--- config.mk ---
export PLATFORM = sky130hd
export DESIGN_NAME = humidity_temp_frame_decoder_core
export DESIGN_NICKNAME = d
export VERILOG_FILES = /design/src/htfd_pkg.sv /design/src/htfd_front.sv /design/src/htfd_queue.sv /design/src/htfd_back.sv /design/src/humidity_temp_frame_decoder_core.sv
export SDC_FILE = /design/constraint.sdc
export NUM_CORES = 1
export LEC_CHECK = 0
export ABC_AREA = 1
export BUFFER_PORTS_ARGS = -buffer_cell sky130_fd_sc_hd__buf_2
export CAP_MARGIN = 10
export CORE_MARGIN = 5
export CORE_UTILIZATION = 65
export CTS_BUF_LIST = sky130_fd_sc_hd__clkbuf_16
export DETAILED_ROUTE_END_ITERATION = 8
export PLACE_DENSITY_LB_ADDON = 0.08
export SLEW_MARGIN = 0
export SYNTH_ARGS = -nofsm -noshare
export SYNTH_HDL_FRONTEND = slang
export SYNTH_SLANG_ARGS = --single-unit
--- constraint.sdc ---
create_clock -name clk -period 10.1 [get_ports clk]
set_input_delay 1.01 -clock clk [delete_from_list [all_inputs] [get_ports clk]]
set_output_delay 1.01 -clock clk [all_outputs]
set_load 0.05 [all_outputs]
--- src/htfd_pkg.sv ---
package htfd_pkg;

    // crc-8 parameters
    localparam logic [7:0] CRC_POLY = 8'h31;
    localparam logic [7:0] CRC_INIT = 8'hFF;

    // frame layout
    localparam int BUSY_BIT = 7;
    localparam logic [2:0] POS_FIRST = 3'd0;
    localparam logic [2:0] POS_LAST = 3'd6;

    // conversion constants
    localparam int HUM_SCALE = 10000;
    localparam int TEMP_SCALE = 20000;
    localparam int TEMP_OFFSET = 5000;

    // frame status codes
    localparam logic [1:0] ST_OK = 2'd0;
    localparam logic [1:0] ST_BUSY = 2'd1;
    localparam logic [1:0] ST_CRC_ERR = 2'd2;

    // one decoded frame waiting for conversion
    typedef struct packed {
        logic [19:0] hraw;
        logic [19:0] traw;
        logic [7:0]  crc;
        logic [1:0]  status;
    } htfd_rec_t;

    // queue fill state seen by front and back
    typedef struct packed {
        logic full;
        logic empty;
    } htfd_qstat_t;

    // one byte folded into the crc, msb first
    function automatic logic [7:0] crc_fold(input logic [7:0] crc, input logic [7:0] b);
        logic [7:0] c;
        c = crc ^ b;
        for (int k = 0; k < 8; k++)
        begin
            if (c[7])
            begin
                c = {c[6:0], 1'b0} ^ CRC_POLY;
            end
            else
            begin
                c = {c[6:0], 1'b0};
            end
        end
        return c;
    endfunction

endpackage

--- src/htfd_front.sv ---
module htfd_front (
    input  logic                 clk,
    input  logic                 rst_n,
    input  logic                 in_valid,
    output logic                 in_stall,
    input  logic [7:0]           frame_byte,
    input  logic                 frame_start,
    input  htfd_pkg::htfd_qstat_t q_stat,
    output logic                 push,
    output htfd_pkg::htfd_rec_t  push_rec
);
    import htfd_pkg::*;

    logic [2:0]  pos_reg, pos_next;
    logic [7:0]  crc_reg, crc_next;
    logic [7:0]  status_reg, status_next;
    logic [39:0] payload_reg, payload_next;
    logic        accept;
    logic        restart;

    // input stalls only while the queue cannot take a frame
    assign in_stall = q_stat.full;
    assign accept = in_valid && !in_stall;
    assign restart = frame_start || (pos_reg == POS_FIRST) || (pos_reg > POS_LAST);

    // record for the crc byte
    always_comb
    begin
        push_rec.hraw = payload_reg[39:20];
        push_rec.traw = payload_reg[19:0];
        push_rec.crc = crc_reg;
        if (status_reg[BUSY_BIT])
        begin
            push_rec.status = ST_BUSY;
        end
        else if (crc_reg != frame_byte)
        begin
            push_rec.status = ST_CRC_ERR;
        end
        else
        begin
            push_rec.status = ST_OK;
        end
    end

    // byte classification and frame state
    always_comb
    begin
        pos_next = pos_reg;
        crc_next = crc_reg;
        status_next = status_reg;
        payload_next = payload_reg;
        push = 1'b0;
        if (accept)
        begin
            if (restart)
            begin
                status_next = frame_byte;
                crc_next = crc_fold(CRC_INIT, frame_byte);
                payload_next = '0;
                pos_next = 3'd1;
            end
            else if (pos_reg < POS_LAST)
            begin
                crc_next = crc_fold(crc_reg, frame_byte);
                payload_next = {payload_reg[31:0], frame_byte};
                pos_next = pos_reg + 3'd1;
            end
            else
            begin
                push = 1'b1;
                pos_next = POS_FIRST;
                crc_next = CRC_INIT;
            end
        end
    end

    always_ff @(posedge clk or negedge rst_n)
    begin
        if (!rst_n)
        begin
            pos_reg <= POS_FIRST;
            crc_reg <= CRC_INIT;
            status_reg <= '0;
            payload_reg <= '0;
        end
        else
        begin
            pos_reg <= pos_next;
            crc_reg <= crc_next;
            status_reg <= status_next;
            payload_reg <= payload_next;
        end
    end

endmodule

--- src/htfd_queue.sv ---
module htfd_queue (
    input  logic                  clk,
    input  logic                  rst_n,
    input  logic                  push,
    input  htfd_pkg::htfd_rec_t   push_rec,
    input  logic                  pop,
    output htfd_pkg::htfd_rec_t   head_rec,
    output htfd_pkg::htfd_qstat_t q_stat
);
    import htfd_pkg::*;

    htfd_rec_t  mem_reg [2];
    logic       wr_ptr_reg, wr_ptr_next;
    logic       rd_ptr_reg, rd_ptr_next;
    logic [1:0] count_reg, count_next;

    assign q_stat.full = (count_reg == 2'd2);
    assign q_stat.empty = (count_reg == 2'd0);
    assign head_rec = mem_reg[rd_ptr_reg];

    // pointer and fill count update
    always_comb
    begin
        wr_ptr_next = wr_ptr_reg ^ push;
        rd_ptr_next = rd_ptr_reg ^ pop;
        count_next = count_reg + {1'b0, push} - {1'b0, pop};
    end

    always_ff @(posedge clk or negedge rst_n)
    begin
        if (!rst_n)
        begin
            wr_ptr_reg <= 1'b0;
            rd_ptr_reg <= 1'b0;
            count_reg <= 2'd0;
        end
        else
        begin
            wr_ptr_reg <= wr_ptr_next;
            rd_ptr_reg <= rd_ptr_next;
            count_reg <= count_next;
        end
    end

    // entry storage
    always_ff @(posedge clk)
    begin
        if (push)
        begin
            mem_reg[wr_ptr_reg] <= push_rec;
        end
    end

endmodule

--- src/htfd_back.sv ---
module htfd_back (
    input  logic                  clk,
    input  logic                  rst_n,
    input  htfd_pkg::htfd_rec_t   head_rec,
    input  htfd_pkg::htfd_qstat_t q_stat,
    output logic                  pop,
    output logic                  out_valid,
    input  logic                  out_stall,
    output logic [19:0]           humidity_raw,
    output logic [19:0]           temperature_raw,
    output logic [13:0]           humidity_centi_pct,
    output logic signed [14:0]    temperature_centi_c,
    output logic [7:0]            computed_crc,
    output logic [1:0]            frame_status
);
    import htfd_pkg::*;

    logic        valid_reg, valid_next;
    logic [19:0] hraw_reg, traw_reg;
    logic [13:0] hcent_reg, hcent_next;
    logic [14:0] tcent_reg, tcent_next;
    logic [7:0]  crc_reg;
    logic [1:0]  status_reg;
    logic [33:0] hprod;
    logic [34:0] tprod;
    logic [14:0] tscaled;

    // load the output register when it is free or being taken
    assign pop = !q_stat.empty && (!valid_reg || !out_stall);

    // fixed-point scaling, floor by dropping 20 fraction bits
    always_comb
    begin
        hprod = 34'(head_rec.hraw) * 34'(HUM_SCALE);
        tprod = 35'(head_rec.traw) * 35'(TEMP_SCALE);
        hcent_next = hprod[33:20];
        tscaled = tprod[34:20];
        tcent_next = tscaled - 15'(TEMP_OFFSET);
    end

    always_comb
    begin
        valid_next = valid_reg;
        if (pop)
        begin
            valid_next = 1'b1;
        end
        else if (!out_stall)
        begin
            valid_next = 1'b0;
        end
    end

    always_ff @(posedge clk or negedge rst_n)
    begin
        if (!rst_n)
        begin
            valid_reg <= 1'b0;
        end
        else
        begin
            valid_reg <= valid_next;
        end
    end

    // result payload
    always_ff @(posedge clk)
    begin
        if (pop)
        begin
            hraw_reg <= head_rec.hraw;
            traw_reg <= head_rec.traw;
            hcent_reg <= hcent_next;
            tcent_reg <= tcent_next;
            crc_reg <= head_rec.crc;
            status_reg <= head_rec.status;
        end
    end

    assign out_valid = valid_reg;
    assign humidity_raw = hraw_reg;
    assign temperature_raw = traw_reg;
    assign humidity_centi_pct = hcent_reg;
    assign temperature_centi_c = $signed(tcent_reg);
    assign computed_crc = crc_reg;
    assign frame_status = status_reg;

endmodule

--- src/humidity_temp_frame_decoder_core.sv ---
// humidity/temperature sensor frame decoder
//
// input channel (in_valid / in_stall): one frame byte per transaction in
// order status, five data bytes, crc; frame_start restarts the frame.
// a crc-8 (poly 0x31, init 0xff) runs over the first six bytes.
// output channel (out_valid / out_stall): one transaction per crc byte
// with raw readings, scaled humidity and temperature, crc and status.
// throughput: one byte per cycle while the queue is not full; the front decodes
// and checks each byte as it is taken and hands finished frames to a two-entry queue.
// the frame enters the queue as the crc byte is taken and moves on into the output
// register once that register is free or being taken; out_valid comes from it.
// when the receiver stalls, the result holds and the queue absorbs up to
// two more frames; in_stall rises only once the queue is full.
// reset clears the frame position, sets the crc to 0xff and empties the
// queue and output register.
module humidity_temp_frame_decoder_core (
    input  logic               clk,
    input  logic               rst_n,
    input  logic               in_valid,
    output logic               in_stall,
    input  logic [7:0]         frame_byte,
    input  logic               frame_start,
    output logic               out_valid,
    input  logic               out_stall,
    output logic [19:0]        humidity_raw,
    output logic [19:0]        temperature_raw,
    output logic [13:0]        humidity_centi_pct,
    output logic signed [14:0] temperature_centi_c,
    output logic [7:0]         computed_crc,
    output logic [1:0]         frame_status
);
    import htfd_pkg::*;

    htfd_qstat_t q_stat;
    htfd_rec_t   push_rec;
    htfd_rec_t   head_rec;
    logic        push;
    logic        pop;

    // byte decode and crc check
    htfd_front u_front (
        .clk         (clk),
        .rst_n       (rst_n),
        .in_valid    (in_valid),
        .in_stall    (in_stall),
        .frame_byte  (frame_byte),
        .frame_start (frame_start),
        .q_stat      (q_stat),
        .push        (push),
        .push_rec    (push_rec)
    );

    // frame queue
    htfd_queue u_queue (
        .clk      (clk),
        .rst_n    (rst_n),
        .push     (push),
        .push_rec (push_rec),
        .pop      (pop),
        .head_rec (head_rec),
        .q_stat   (q_stat)
    );

    // scaling and result register
    htfd_back u_back (
        .clk                 (clk),
        .rst_n               (rst_n),
        .head_rec            (head_rec),
        .q_stat              (q_stat),
        .pop                 (pop),
        .out_valid           (out_valid),
        .out_stall           (out_stall),
        .humidity_raw        (humidity_raw),
        .temperature_raw     (temperature_raw),
        .humidity_centi_pct  (humidity_centi_pct),
        .temperature_centi_c (temperature_centi_c),
        .computed_crc        (computed_crc),
        .frame_status        (frame_status)
    );

`ifndef SYNTHESIS
    // no frame is written into a full queue
    a_no_push_full: assert property (@(posedge clk) disable iff (!rst_n)
        !(push && q_stat.full))
        else $error("frame pushed into full queue");

    // a full queue means the output register is occupied
    a_stall_busy: assert property (@(posedge clk) disable iff (!rst_n)
        in_stall |-> out_valid)
        else $error("input stalled with empty output register");

    // status code is one of the defined codes
    a_status_code: assert property (@(posedge clk) disable iff (!rst_n)
        out_valid |-> (frame_status == ST_OK || frame_status == ST_BUSY ||
                       frame_status == ST_CRC_ERR))
        else $error("undefined frame status");

    // scaled humidity stays below full scale
    a_hum_range: assert property (@(posedge clk) disable iff (!rst_n)
        out_valid |-> (humidity_centi_pct <= 14'd9999))
        else $error("humidity out of range");
`endif

endmodule

==> results of run 1 <==
-- critical path: cells and delay by family (launching register included) --
| kind | cells | cell delay, ns |
|---|---|---|
| compound gates | 3 | 0.68 |
| xor+xnor | 1 | 0.33 |
| fa+ha+maj | 7 | 2.72 |
| buf+inv | 5 | 1.33 |
| flops | 1 | 0.32 |
| simple gates | 10 | 1.35 |
-- worst max-delay path by stage --
stage                        from  depth (start not counted)                        endpoint  slack [ns]
3_3_place_gp   u_queue.rd_ptr_reg                         27  u_back.temperature_centi_c[13]        3.28
4_1_cts        u_queue.rd_ptr_reg                         26  u_back.temperature_centi_c[13]        3.09
6_report       u_queue.rd_ptr_reg                         26  u_back.temperature_centi_c[13]        3.07
5_1_grt        u_queue.rd_ptr_reg                         27  u_back.temperature_centi_c[13]        2.53
3_5_place_dp   u_queue.rd_ptr_reg                         28  u_back.temperature_centi_c[13]        3.15
2_1_floorplan  u_queue.rd_ptr_reg                         26  u_back.temperature_centi_c[13]        4.30
-- kinds of logic after synthesis --
| kind of cell | Yosys count | share of synthesized area |
|---|---|---|
| XOR/XNOR | 59 | 0.03396 |
| buffers and inverters | 287 | 0.07100 |
| adder cells (fa/ha/maj) | 260 | 0.2545 |
| AO/OA/AOI/OAI | 187 | 0.06727 |
| AND/OR/NAND/NOR | 492 | 0.1320 |
| flip-flops | 236 | 0.4412 |
-- cell type report --
type / instances / area [sq um] / area share
Multi-Input combinational cell: 998 / 7542 / 0.4431
Inverter: 261 / 980.9 / 0.05763
Timing Repair Buffer: 100 / 518.0 / 0.03043
Clock inverter: 21 / 145.1 / 0.008526
Sequential cell: 236 / 6812 / 0.4001
Clock buffer: 25 / 625.6 / 0.03675
Tap cell: 319 / 399.1 / 0.02345
-- through the flow --
step	setup slack, ns	utilization	hold WS [ns]
4_1_cts	3.088	0.7274	0.4747
3_3_place_gp	3.277	0.6945	0.4499
2_1_floorplan	4.304	-	0.4421
5_1_grt	2.528	0.7274	0.4854
3_5_place_dp	3.154	0.6945	0.4547
6_report	3.068	0.7274	0.4755
-- placed cells by master (no fill, tap or decap), drive strengths merged, types with 49 or more instances in the layout --
cell,instances
nand2,336
inv,270
edfxtp,179
ha,170
buf,100
o21ai,95
fa,90
nor2,64
a21oi,53
dfrtp,49
-- layer usage --
metal	wire, um	part of all wire	vias to the layer above
met5	0	0	-
met4	358	0.012	0
met3	1737	0.056	29
met2	14550	0.47	269
met1	14450	0.46	5025
li1	-	-	5167
==> impl_summary.log, run 1 <==
[metrics] number of cells traversed by the worst hold path: 0
[metrics] number of synthesized flops with an enable pin: 179
[metrics] average cell area after synthesis: 10.15 sq um
[metrics] die width: 164.1 um
[metrics] weighted congestion reported at the end of routability-driven placement: 0.9046
[metrics] max-slew violation count: 0
[metrics] Total Neg Setup Slack: 0 ns
[metrics] clock tree from TritonCTS: done
[metrics] CP most frequent cell: sky130_fd_sc_hd__nand2_1
[metrics] beginning of the worst hold path: u_front.payload_reg[37]
[metrics] Post-CTS Setup Inserts: 0
[metrics] number of non-filler instances in the completed layout: 1,960
[metrics] initial antenna violation count: 0
[metrics] worst r2r src: u_queue.rd_ptr_reg
[metrics] post-synth top area cell: sky130_fd_sc_hd__edfxtp_1
[metrics] number of cells traversed by the worst register-to-register path: 26
[metrics] Final Hold Vio Count: 0
[metrics] count of endpoints failing setup in the final report: 0
[metrics] maximum fanout encountered on the critical timing path: 53
[metrics] drt first pass iters: 8
[metrics] final design instance area without fill: 0.01702 sq mm
[metrics] number of nets in the layout: 1,895
[metrics] count of H-tree levels built during CTS: 1
[metrics] Die Area: 0.02693 sq mm
[metrics] drc violations: 0
[metrics] GRT Util Overall: 0.2395
[metrics] maximum operating frequency: 0.1422 GHz
[metrics] fraction of synthesis flops using an asynchronous set or reset pin: 0.2415
[metrics] Bufs on Longest Clock Path: 3
[metrics] count of boundary I/O pins: 94
[metrics] terminating pin of the worst hold path: u_queue.mem_reg[1][47]
[metrics] mapped cell area: 0.01544 sq mm
[metrics] Worst Setup End Kind: flip-flop
[metrics] number of antenna cells inserted: 0
[metrics] cell types with the largest area share after synthesis: sky130_fd_sc_hd__edfxtp_1 (35%), sky130_fd_sc_hd__ha_1 (14%), sky130_fd_sc_hd__fa_1 (12%), sky130_fd_sc_hd__nand2_1 (8.1%), sky130_fd_sc_hd__dfrtp_1 (7.9%)
[metrics] transition time of the tightest slew-check pin: 1.030 ns
[metrics] mean number of vias per cell: 5.352
[metrics] max capacitance violation total: 0
[metrics] post-detailed-route wirelength per cell: 15.87 um
[metrics] Worst Path Required: 10.37 ns
[metrics] layout-stage area growth over the synthesis result: 10.27%
[metrics] Worst path slowest cell: sky130_fd_sc_hd__fa_1
[metrics] Clk Tree Root Cell: sky130_fd_sc_hd__clkbuf_16
[metrics] synthesized flop and latch total: 236
[metrics] clock input transition at the sequential cells of the worst setup and hold paths: 0.06 ns
[metrics] quantity of gates resized following cts: 0
[metrics] grt total ovfl: 0
[metrics] peak-usage layer in the global routing report: met2
[metrics] met1 track utilization from global routing: 0.3502
[metrics] placed wire-length estimate: 23.17 mm
[metrics] Initial DRC Count: 696
[metrics] DIE HEIGHT: 164.1 um
[metrics] Starting Density: 0.6596
[metrics] number of flip-flops under the largest register name: 100
[metrics] first-pass GRT wire length: 51.84 mm
[metrics] Worst slew margin: 0.3059
[metrics] clock insertion delay at the later pin of the skew report: 0.52 ns
[metrics] CTS hold repair buffers: 0
[metrics] GR Util met3: 0.03262
[metrics] post-synth top area share: 0.3482
[metrics] pin count of the biggest net entering global routing: 79
[metrics] most instantiated library cell after synthesis: sky130_fd_sc_hd__nand2_1
[metrics] type of the worst min-delay path: reg -> reg
[metrics] Distinct cells, synth: 40
[metrics] unrepaired setup endpoints after global routing: no
[metrics] Setup CP Type: reg -> reg
[metrics] most frequently used flop master after synthesis: sky130_fd_sc_hd__edfxtp_1
[metrics] share of layout cells above drive strength 1: 0.1140
[metrics] Worst EP arrival: 7.30 ns
[metrics] total clock sinks: 236
[metrics] Via Count: 10,490
[metrics] vias in the first global route: 10,520
[metrics] Synth Warn #: 0
[metrics] worst clock skew on the final layout: 0.01245 ns
[metrics] capturing point of the worst reg2reg path: u_back.temperature_centi_c[13]
[metrics] port bufs: 93
[metrics] status: finished clean
[metrics] commonest cells in the netlist: sky130_fd_sc_hd__nand2_1 (332), sky130_fd_sc_hd__inv_1 (259), sky130_fd_sc_hd__edfxtp_1 (179), sky130_fd_sc_hd__ha_1 (170), sky130_fd_sc_hd__o21ai_0 (93)
[metrics] Placed Instance Area: 0.01625 sq mm
[metrics] cts bufs inserted: 25
[metrics] placed cells: 1,914
[metrics] delay contributed by the slowest stage of the critical path: 0.51 ns
[metrics] remaining number of nets flagged by the antenna check after routing: 0
[metrics] row count: 56
[metrics] GR Layer Usage met2: 0.3918
[metrics] Routed Wire Length: 31.10 mm
[metrics] core box area: 0.02340 sq mm
[metrics] final critical path time including I/O delays and setup: 7.032 ns
[metrics] crit share post-route: 0.6963
[metrics] Post-Synthesis Cells: 1,521
[metrics] share of synthesized area occupied by flip-flops and latches: 0.4412
[metrics] reg-to-reg slack, setup: 3.07 ns
[metrics] CP startpoint kind: flip-flop
[metrics] Filler cells: 1,727
[metrics] syn_nets: 1,794
Power of run 1 is left out: the tool's default activity adds up to more than one toggle a clock period on the data nets, which glitch-free logic cannot reach.
==> run 2, diff against run 1 <==
Settings changed: CORE_UTILIZATION 65 to 56.
Clock period 10.1 ns to 5.7 ns, I/O delays scaled along.
==> run 2 against run 1 <==
Net effect:
- worst setup slack got worse by 2.8 ns
- worst hold slack lost 0.32 ns
- fmax grew 29%
- critical path type unchanged
- critical endpoint unchanged
==> impl_summary.log, run 2 (same netlist as run 1, synthesis figures left out) <==
[metrics] Worst Setup End Kind: flip-flop (unchanged)
[metrics] Routed Wire Length: 31.56 mm (was 31.10 mm)
[metrics] Critical Path Stages: 25 (was 26)
[metrics] Setup CP Type: reg -> reg (unchanged)
[metrics] delay contributed by the slowest stage of the critical path: 0.50 ns (was 0.51 ns)
[metrics] transition time of the tightest slew-check pin: 0.8876 ns (was 1.030 ns)
[metrics] count of endpoints failing setup in the final report: 0 (unchanged)
[metrics] max-slew violation count: 0 (unchanged)
[metrics] highest-count cells in the layout ignoring fill and taps: sky130_fd_sc_hd__nand2_1 (316), sky130_fd_sc_hd__inv_1 (252), sky130_fd_sc_hd__edfxtp_1 (179), sky130_fd_sc_hd__ha_1 (157), sky130_fd_sc_hd__buf_2 (93) (was sky130_fd_sc_hd__nand2_1 (332), sky130_fd_sc_hd__inv_1 (266), sky130_fd_sc_hd__edfxtp_1 (179), sky130_fd_sc_hd__ha_1 (168))
[metrics] weighted congestion reported at the end of routability-driven placement: 0.8798 (was 0.9046)
[metrics] kind of cell with the highest combined delay on the critical path: adder cells (unchanged)
[metrics] placed wire-length estimate: 23.54 mm (was 23.17 mm)
[metrics] end point of the critical path: u_back.temperature_centi_c[13] (unchanged)
[metrics] clock input transition at the sequential cells of the worst setup and hold paths: 0.06 ns (about the same)
[metrics] share of layout cells above drive strength 1: 0.1896 (was 0.1140)
[metrics] number of nets in the layout: 1,951 (was 1,895)
[metrics] maximum operating frequency: 0.1829 GHz (was 0.1422 GHz)
[metrics] final design instance area without fill: 0.01800 sq mm (was 0.01702 sq mm)
[metrics] number of flip-flops under the largest register name: 100 (unchanged)
[metrics] pin count of the biggest net entering global routing: 69 (was 79)
[metrics] number of buffer and inverter instances along the worst setup path: 4 (was 5)
[metrics] Worst EP arrival: 5.76 ns (was 7.30 ns)
[metrics] clock tree from TritonCTS: done (unchanged)
[metrics] reg-to-reg slack, setup: 0.23 ns (was 3.07 ns)
[metrics] drt first pass iters: 5 (was 8)
[metrics] mean number of vias per cell: 5.173 (was 5.352)
[metrics] worst r2r src: u_queue.rd_ptr_reg (unchanged)
[metrics] cts bufs inserted: 26 (was 25)
[metrics] Total Neg Setup Slack: 0 ns (unchanged)
[metrics] initial antenna violation count: 0 (unchanged)
[metrics] grt total ovfl: 0 (unchanged)
[metrics] die width: 176.0 um (was 164.1 um)
[metrics] Placed Instance Area: 0.01653 sq mm (was 0.01625 sq mm)
[metrics] GRT Util Overall: 0.2032 (was 0.2395)
[metrics] worst clock skew on the final layout: 0.01432 ns (was 0.01245 ns)
[metrics] Starting Density: 0.5712 (was 0.6596)
[metrics] unrepaired setup endpoints after global routing: yes (was no)
[metrics] remaining number of nets flagged by the antenna check after routing: 0 (unchanged)
[metrics] maximum fanout encountered on the critical timing path: 16 (was 53)
[metrics] first-pass GRT wire length: 51.69 mm (was 51.84 mm)
[metrics] Final Hold Vio Count: 0 (unchanged)
[metrics] Die Area: 0.03099 sq mm (was 0.02693 sq mm)
[metrics] crit share post-route: 0.9593 (was 0.6963)
[metrics] layout-stage area growth over the synthesis result: 16.59% (was 10.27%)
[metrics] count of boundary I/O pins: 94 (unchanged)
[metrics] max capacitance violation total: 0 (unchanged)
[metrics] CP startpoint kind: flip-flop (unchanged)
[metrics] row count: 60 (was 56)
[metrics] total clock sinks: 236 (unchanged)
[metrics] number of cells traversed by the worst register-to-register path: 25 (was 26)
[metrics] Initial DRC Count: 533 (was 696)
[metrics] post-detailed-route wirelength per cell: 15.48 um (was 15.87 um)
[metrics] Worst slew margin: 0.4083 (was 0.3059)
[metrics] Bufs on Longest Clock Path: 3 (unchanged)
[metrics] final critical path time including I/O delays and setup: 5.468 ns (was 7.032 ns)
[metrics] number of antenna cells inserted: 0 (unchanged)
[metrics] most common library cell in the layout ignoring fill and taps: sky130_fd_sc_hd__nand2_1 (unchanged)
[metrics] launch point of the critical path: u_queue.rd_ptr_reg (unchanged)
[metrics] vias in the first global route: 10,210 (was 10,520)
[metrics] port bufs: 93 (unchanged)
[metrics] Worst path slowest cell: sky130_fd_sc_hd__fa_1 (unchanged)
[metrics] Clk Tree Root Cell: sky130_fd_sc_hd__clkbuf_16 (unchanged)
[metrics] count of H-tree levels built during CTS: 1 (unchanged)
[metrics] core box area: 0.02703 sq mm (was 0.02340 sq mm)
[metrics] CTS hold repair buffers: 0 (unchanged)
[metrics] Worst Path Required: 5.99 ns (was 10.37 ns)
[metrics] drc violations: 0 (unchanged)
[metrics] clock insertion delay at the later pin of the skew report: 0.54 ns (was 0.52 ns)
[metrics] capturing point of the worst reg2reg path: u_back.temperature_centi_c[13] (unchanged)
[metrics] Via Count: 10,550 (was 10,490)
[metrics] status: finished clean (unchanged)
[metrics] DIE HEIGHT: 176.0 um (was 164.1 um)
[metrics] type of the worst min-delay path: in -> async (was reg -> reg)
-- run 2: worst min path at each step --
stage / from / endpoint / depth (start not counted)
after floorplan: rst_n / u_back.out_valid / 0
after global placement: u_front.payload_reg[31] / u_queue.mem_reg[0][41] / 0
after detailed placement: u_front.payload_reg[34] / u_queue.mem_reg[0][44] / 0
after CTS: rst_n / u_queue.count_reg[0] / 2
after global routing: rst_n / u_queue.count_reg[0] / 2
final: rst_n / u_queue.wr_ptr_reg / 2
-- run 2: area by class of cell --
| cell class | count | area [sq um] |
|---|---|---|
| repair buffers | 154 | 957.2 |
| repair inverters | 1 | 6.256 |
| fillers | 2160 | 9027 |
| multi-input cells | 998 | 7885 |
| flip-flops and latches | 236 | 6813 |
| well taps | 341 | 426.7 |
| inverters | 261 | 985.9 |
| clock inverters | 18 | 173.9 |
| clock buffers | 30 | 750.7 |
-- run 2: metal layers --
metal  wire (um)  GRT usage  up-vias  part of all wire
met3        1178    0.02334       42             0.037
met5           0          0        -                 0
met2       14700     0.3273      173              0.47
met4         514    0.03574        0             0.016
li1            -          -     5304                 -
met1       15160     0.3044     5028              0.48
-- run 2: what timing repair did --
action                     CTS  global route
buffers inserted             1            20
gates cloned                 0             2
pin swaps                    1            12
setup endpoints to repair    5             9
gates resized for setup      6            93
-- run 2: through the flow --
stage | hold slack, ns | setup slack, ns | utilization | std cells
5_1_grt | 0.2224 | -0.1046 | 0.6660 | 2039
2_1_floorplan | 0.2744 | 0.02645 | - | 1521
3_5_place_dp | 0.4590 | -0.08170 | 0.6117 | 1968
3_3_place_gp | 0.4503 | 0.02326 | 0.6117 | 1968
4_1_cts | 0.1951 | 0.01700 | 0.6465 | 2017
6_report | 0.1529 | 0.2322 | 0.6660 | 2039
Power of run 2 is left out for the same reason.
==> run 3, diff against run 2 <==
Settings changed: CORE_UTILIZATION 56 to 36.
==> run 3 against run 2 <==
Net effect:
- non-clock buffer count grew 6
- global-route usage shrank 5.5 points
- fmax shrank 0.23%
- clock-buffer cell count is the same
- flip-flop and latch count is the same
- register-to-register slack is essentially flat
- worst hold slack gained 0.0053 ns
- first-iteration DRC count grew 3.9%
- final cell count grew 10%
- critical path depth shrank 1
- die area grew 52%
- via count shrank 1.2%
- critical path type unchanged
- largest cell class unchanged
==> impl_summary.log, run 3 (same netlist as run 1, synthesis figures left out) <==
[metrics] CTS hold repair buffers: 0 (unchanged)
[metrics] status: finished clean (unchanged)
[metrics] max capacitance violation total: 0 (unchanged)
[metrics] clock insertion delay at the later pin of the skew report: 0.58 ns (was 0.54 ns)
[metrics] type of the worst min-delay path: in -> async (unchanged)
[metrics] die width: 217.1 um (was 176.0 um)
[metrics] Worst Path Required: 6.01 ns (was 5.99 ns)
[metrics] clock tree from TritonCTS: done (unchanged)
[metrics] worst r2r src: u_queue.rd_ptr_reg (unchanged)
[metrics] remaining number of nets flagged by the antenna check after routing: 0 (unchanged)
[metrics] count of endpoints failing setup in the final report: 0 (unchanged)
[metrics] initial antenna violation count: 0 (unchanged)
[metrics] top layer in use: met4 (unchanged)
[metrics] maximum operating frequency: 0.1825 GHz (was 0.1829 GHz)
[metrics] number of nets in the layout: 1,959 (was 1,951)
[metrics] Bufs on Longest Clock Path: 3 (unchanged)
[metrics] Placed Instance Area: 0.01690 sq mm (was 0.01653 sq mm)
[metrics] final critical path time including I/O delays and setup: 5.481 ns (was 5.468 ns)
[metrics] Starting Density: 0.3656 (was 0.5712)
[metrics] final design instance area without fill: 0.01823 sq mm (was 0.01800 sq mm)
[metrics] Total Neg Setup Slack: 0 ns (unchanged)
[metrics] placed wire-length estimate: 26.24 mm (was 23.54 mm)
[metrics] highest-count cells in the layout ignoring fill and taps: sky130_fd_sc_hd__nand2_1 (316), sky130_fd_sc_hd__inv_1 (253), sky130_fd_sc_hd__edfxtp_1 (179), sky130_fd_sc_hd__ha_1 (158), sky130_fd_sc_hd__buf_2 (93) (was sky130_fd_sc_hd__nand2_1 (316), sky130_fd_sc_hd__inv_1 (252), sky130_fd_sc_hd__edfxtp_1 (179), sky130_fd_sc_hd__ha_1 (157), sky130_fd_sc_hd__buf_2 (93))
[metrics] pin count of the biggest net entering global routing: 58 (was 69)
[metrics] reg-to-reg slack, setup: 0.22 ns (was 0.23 ns)
[metrics] first-pass GRT wire length: 56.72 mm (was 51.69 mm)
[metrics] Worst EP arrival: 5.79 ns (was 5.76 ns)
[metrics] drt first pass iters: 5 (unchanged)
[metrics] share of layout cells above drive strength 1: 0.1937 (was 0.1896)
[metrics] layout-stage area growth over the synthesis result: 18.09% (was 16.59%)
[metrics] count of H-tree levels built during CTS: 1 (unchanged)
[metrics] clock input transition at the sequential cells of the worst setup and hold paths: 0.06 ns (about the same)
[metrics] Die Area: 0.04712 sq mm (was 0.03099 sq mm)
[metrics] most common library cell in the layout ignoring fill and taps: sky130_fd_sc_hd__nand2_1 (unchanged)
[metrics] maximum fanout encountered on the critical timing path: 12 (was 16)
[metrics] Initial DRC Count: 554 (was 533)
[metrics] vias in the first global route: 10,500 (was 10,210)
[metrics] GRT Util Overall: 0.1478 (was 0.2032)
[metrics] number of flip-flops under the largest register name: 100 (unchanged)
[metrics] core box area: 0.04223 sq mm (was 0.02703 sq mm)
[metrics] Worst slew margin: 0.2806 (was 0.4083)
[metrics] port bufs: 93 (unchanged)
[metrics] row count: 75 (was 60)
[metrics] Setup CP Type: reg -> reg (unchanged)
[metrics] transition time of the tightest slew-check pin: 1.075 ns (was 0.8876 ns)
[metrics] number of antenna cells inserted: 0 (unchanged)
[metrics] number of non-filler instances in the completed layout: 2,248 (was 2,039)
[metrics] routed length on met1: 17.09 mm (was 15.16 mm)
[metrics] max-slew violation count: 0 (unchanged)
[metrics] CP startpoint kind: flip-flop (unchanged)
[metrics] weighted congestion reported at the end of routability-driven placement: 0.8877 (was 0.8798)
[metrics] Routed Wire Length: 34.92 mm (was 31.56 mm)
[metrics] crit share post-route: 0.9615 (was 0.9593)
[metrics] placed cells: 2,183 (was 1,968)
[metrics] Worst Setup End Kind: flip-flop (unchanged)
[metrics] grt total ovfl: 0 (unchanged)
[metrics] post-detailed-route wirelength per cell: 15.53 um (was 15.48 um)
[metrics] total clock sinks: 236 (unchanged)
[metrics] worst clock skew on the final layout: 0.01320 ns (was 0.01432 ns)
[metrics] met3 wire length: 1.358 mm (was 1.178 mm)
[metrics] drc violations: 0 (unchanged)
[metrics] Final Hold Vio Count: 0 (unchanged)
[metrics] mean number of vias per cell: 4.634 (was 5.173)
[metrics] total met2 wirelength after detailed routing: 15.74 mm (was 14.70 mm)
[metrics] Via Count: 10,420 (was 10,550)
[metrics] Clk Tree Root Cell: sky130_fd_sc_hd__clkbuf_16 (unchanged)
[metrics] capturing point of the worst reg2reg path: u_back.temperature_centi_c[7] (was u_back.temperature_centi_c[13])
[metrics] count of boundary I/O pins: 94 (unchanged)
[metrics] number of cells traversed by the worst register-to-register path: 24 (was 25)
[metrics] cts bufs inserted: 29 (was 26)
[metrics] DIE HEIGHT: 217.1 um (was 176.0 um)
## run 3: changes by cell type in the layout (fill, tap and decap cells not counted), moves of 2 or more
cell,delta
sky130_fd_sc_hd__buf_4,+8
sky130_fd_sc_hd__clkinv_2,+7
sky130_fd_sc_hd__nor2_2,+5
sky130_fd_sc_hd__nor2_4,-4
sky130_fd_sc_hd__ha_4,-3
sky130_fd_sc_hd__o21ai_2,-3
sky130_fd_sc_hd__clkinv_1,-2
sky130_fd_sc_hd__clkinv_8,-2
sky130_fd_sc_hd__ha_2,+2
sky130_fd_sc_hd__inv_2,+2
sky130_fd_sc_hd__nor3_2,-2
sky130_fd_sc_hd__o21ai_4,+2
## run 3: worst max path at each step
| stage | end | slack, ns | cells past startpoint | startpoint |
|---|---|---|---|---|
| floorplan | u_back.temperature_centi_c[13] | 0.03 | 28 | u_queue.rd_ptr_reg |
| global placement | u_back.temperature_centi_c[13] | 0.04 | 27 | u_queue.rd_ptr_reg |
| detailed placement | u_back.temperature_centi_c[13] | 0.02 | 25 | u_queue.rd_ptr_reg |
| CTS | u_back.temperature_centi_c[13] | 0.05 | 28 | u_queue.rd_ptr_reg |
| global route | u_back.temperature_centi_c[13] | -0.04 | 26 | u_queue.rd_ptr_reg |
| finish | u_back.temperature_centi_c[7] | 0.22 | 24 | u_queue.rd_ptr_reg |
## run 3: routing by layer
| metal | up-vias | GRT usage |
|---|---|---|
| li1 | 5315 | - |
| met1 | 4918 | 0.2106 |
| met2 | 139 | 0.2397 |
| met3 | 46 | 0.02223 |
| met4 | 0 | 0.03476 |
| met5 | - | 0 |
## run 3: repair_timing
action	in CTS	in global routing
endpoints found under the setup margin	1	10
gates resized for setup	1	90
pin swaps	0	10
buffers inserted	0	11
## run 3: critical path, stage by stage, from the launching register on
cell and delay [ns]:
sky130_fd_sc_hd__dfrtp_1 0.41, sky130_fd_sc_hd__buf_4 0.25, sky130_fd_sc_hd__o21ai_0 0.11, sky130_fd_sc_hd__buf_4 0.16, sky130_fd_sc_hd__buf_4 0.13, sky130_fd_sc_hd__fa_1 0.49
sky130_fd_sc_hd__inv_1 0.04, sky130_fd_sc_hd__ha_1 0.29, sky130_fd_sc_hd__fa_1 0.48, sky130_fd_sc_hd__ha_1 0.32, sky130_fd_sc_hd__fa_1 0.46, sky130_fd_sc_hd__ha_1 0.38
sky130_fd_sc_hd__nand2_4 0.12, sky130_fd_sc_hd__inv_1 0.04, sky130_fd_sc_hd__nand2_1 0.06, sky130_fd_sc_hd__nand2_1 0.08, sky130_fd_sc_hd__o21bai_1 0.18, sky130_fd_sc_hd__o21bai_2 0.22
sky130_fd_sc_hd__xnor2_2 0.21, sky130_fd_sc_hd__ha_2 0.21, sky130_fd_sc_hd__inv_1 0.05, sky130_fd_sc_hd__nor2_2 0.12, sky130_fd_sc_hd__nand3_2 0.11, sky130_fd_sc_hd__buf_4 0.15
sky130_fd_sc_hd__xor2_1 0.15
## run 3: metrics by stage
step | utilization | hold WS, ns | worst slack [ns]
floorplan | - | 0.2744 | 0.02645
global placement | 0.4001 | 0.4567 | 0.04434
detailed placement | 0.4001 | 0.4577 | 0.01597
CTS | 0.4226 | 0.1649 | 0.04502
global route | 0.4317 | 0.2099 | -0.03503
finish | 0.4317 | 0.1582 | 0.2193
## run 3: area by class of cell
type	count	area, sq um
clock buffers	30	750.7
flip-flops and latches	236	6812
fillers	4128	24000
multi-input cells	998	7840
well taps	539	674.4
inverters	261	985.9
repair buffers	160	975.9
clock inverters	24	191.4
Power of run 3 is left out for the same reason.
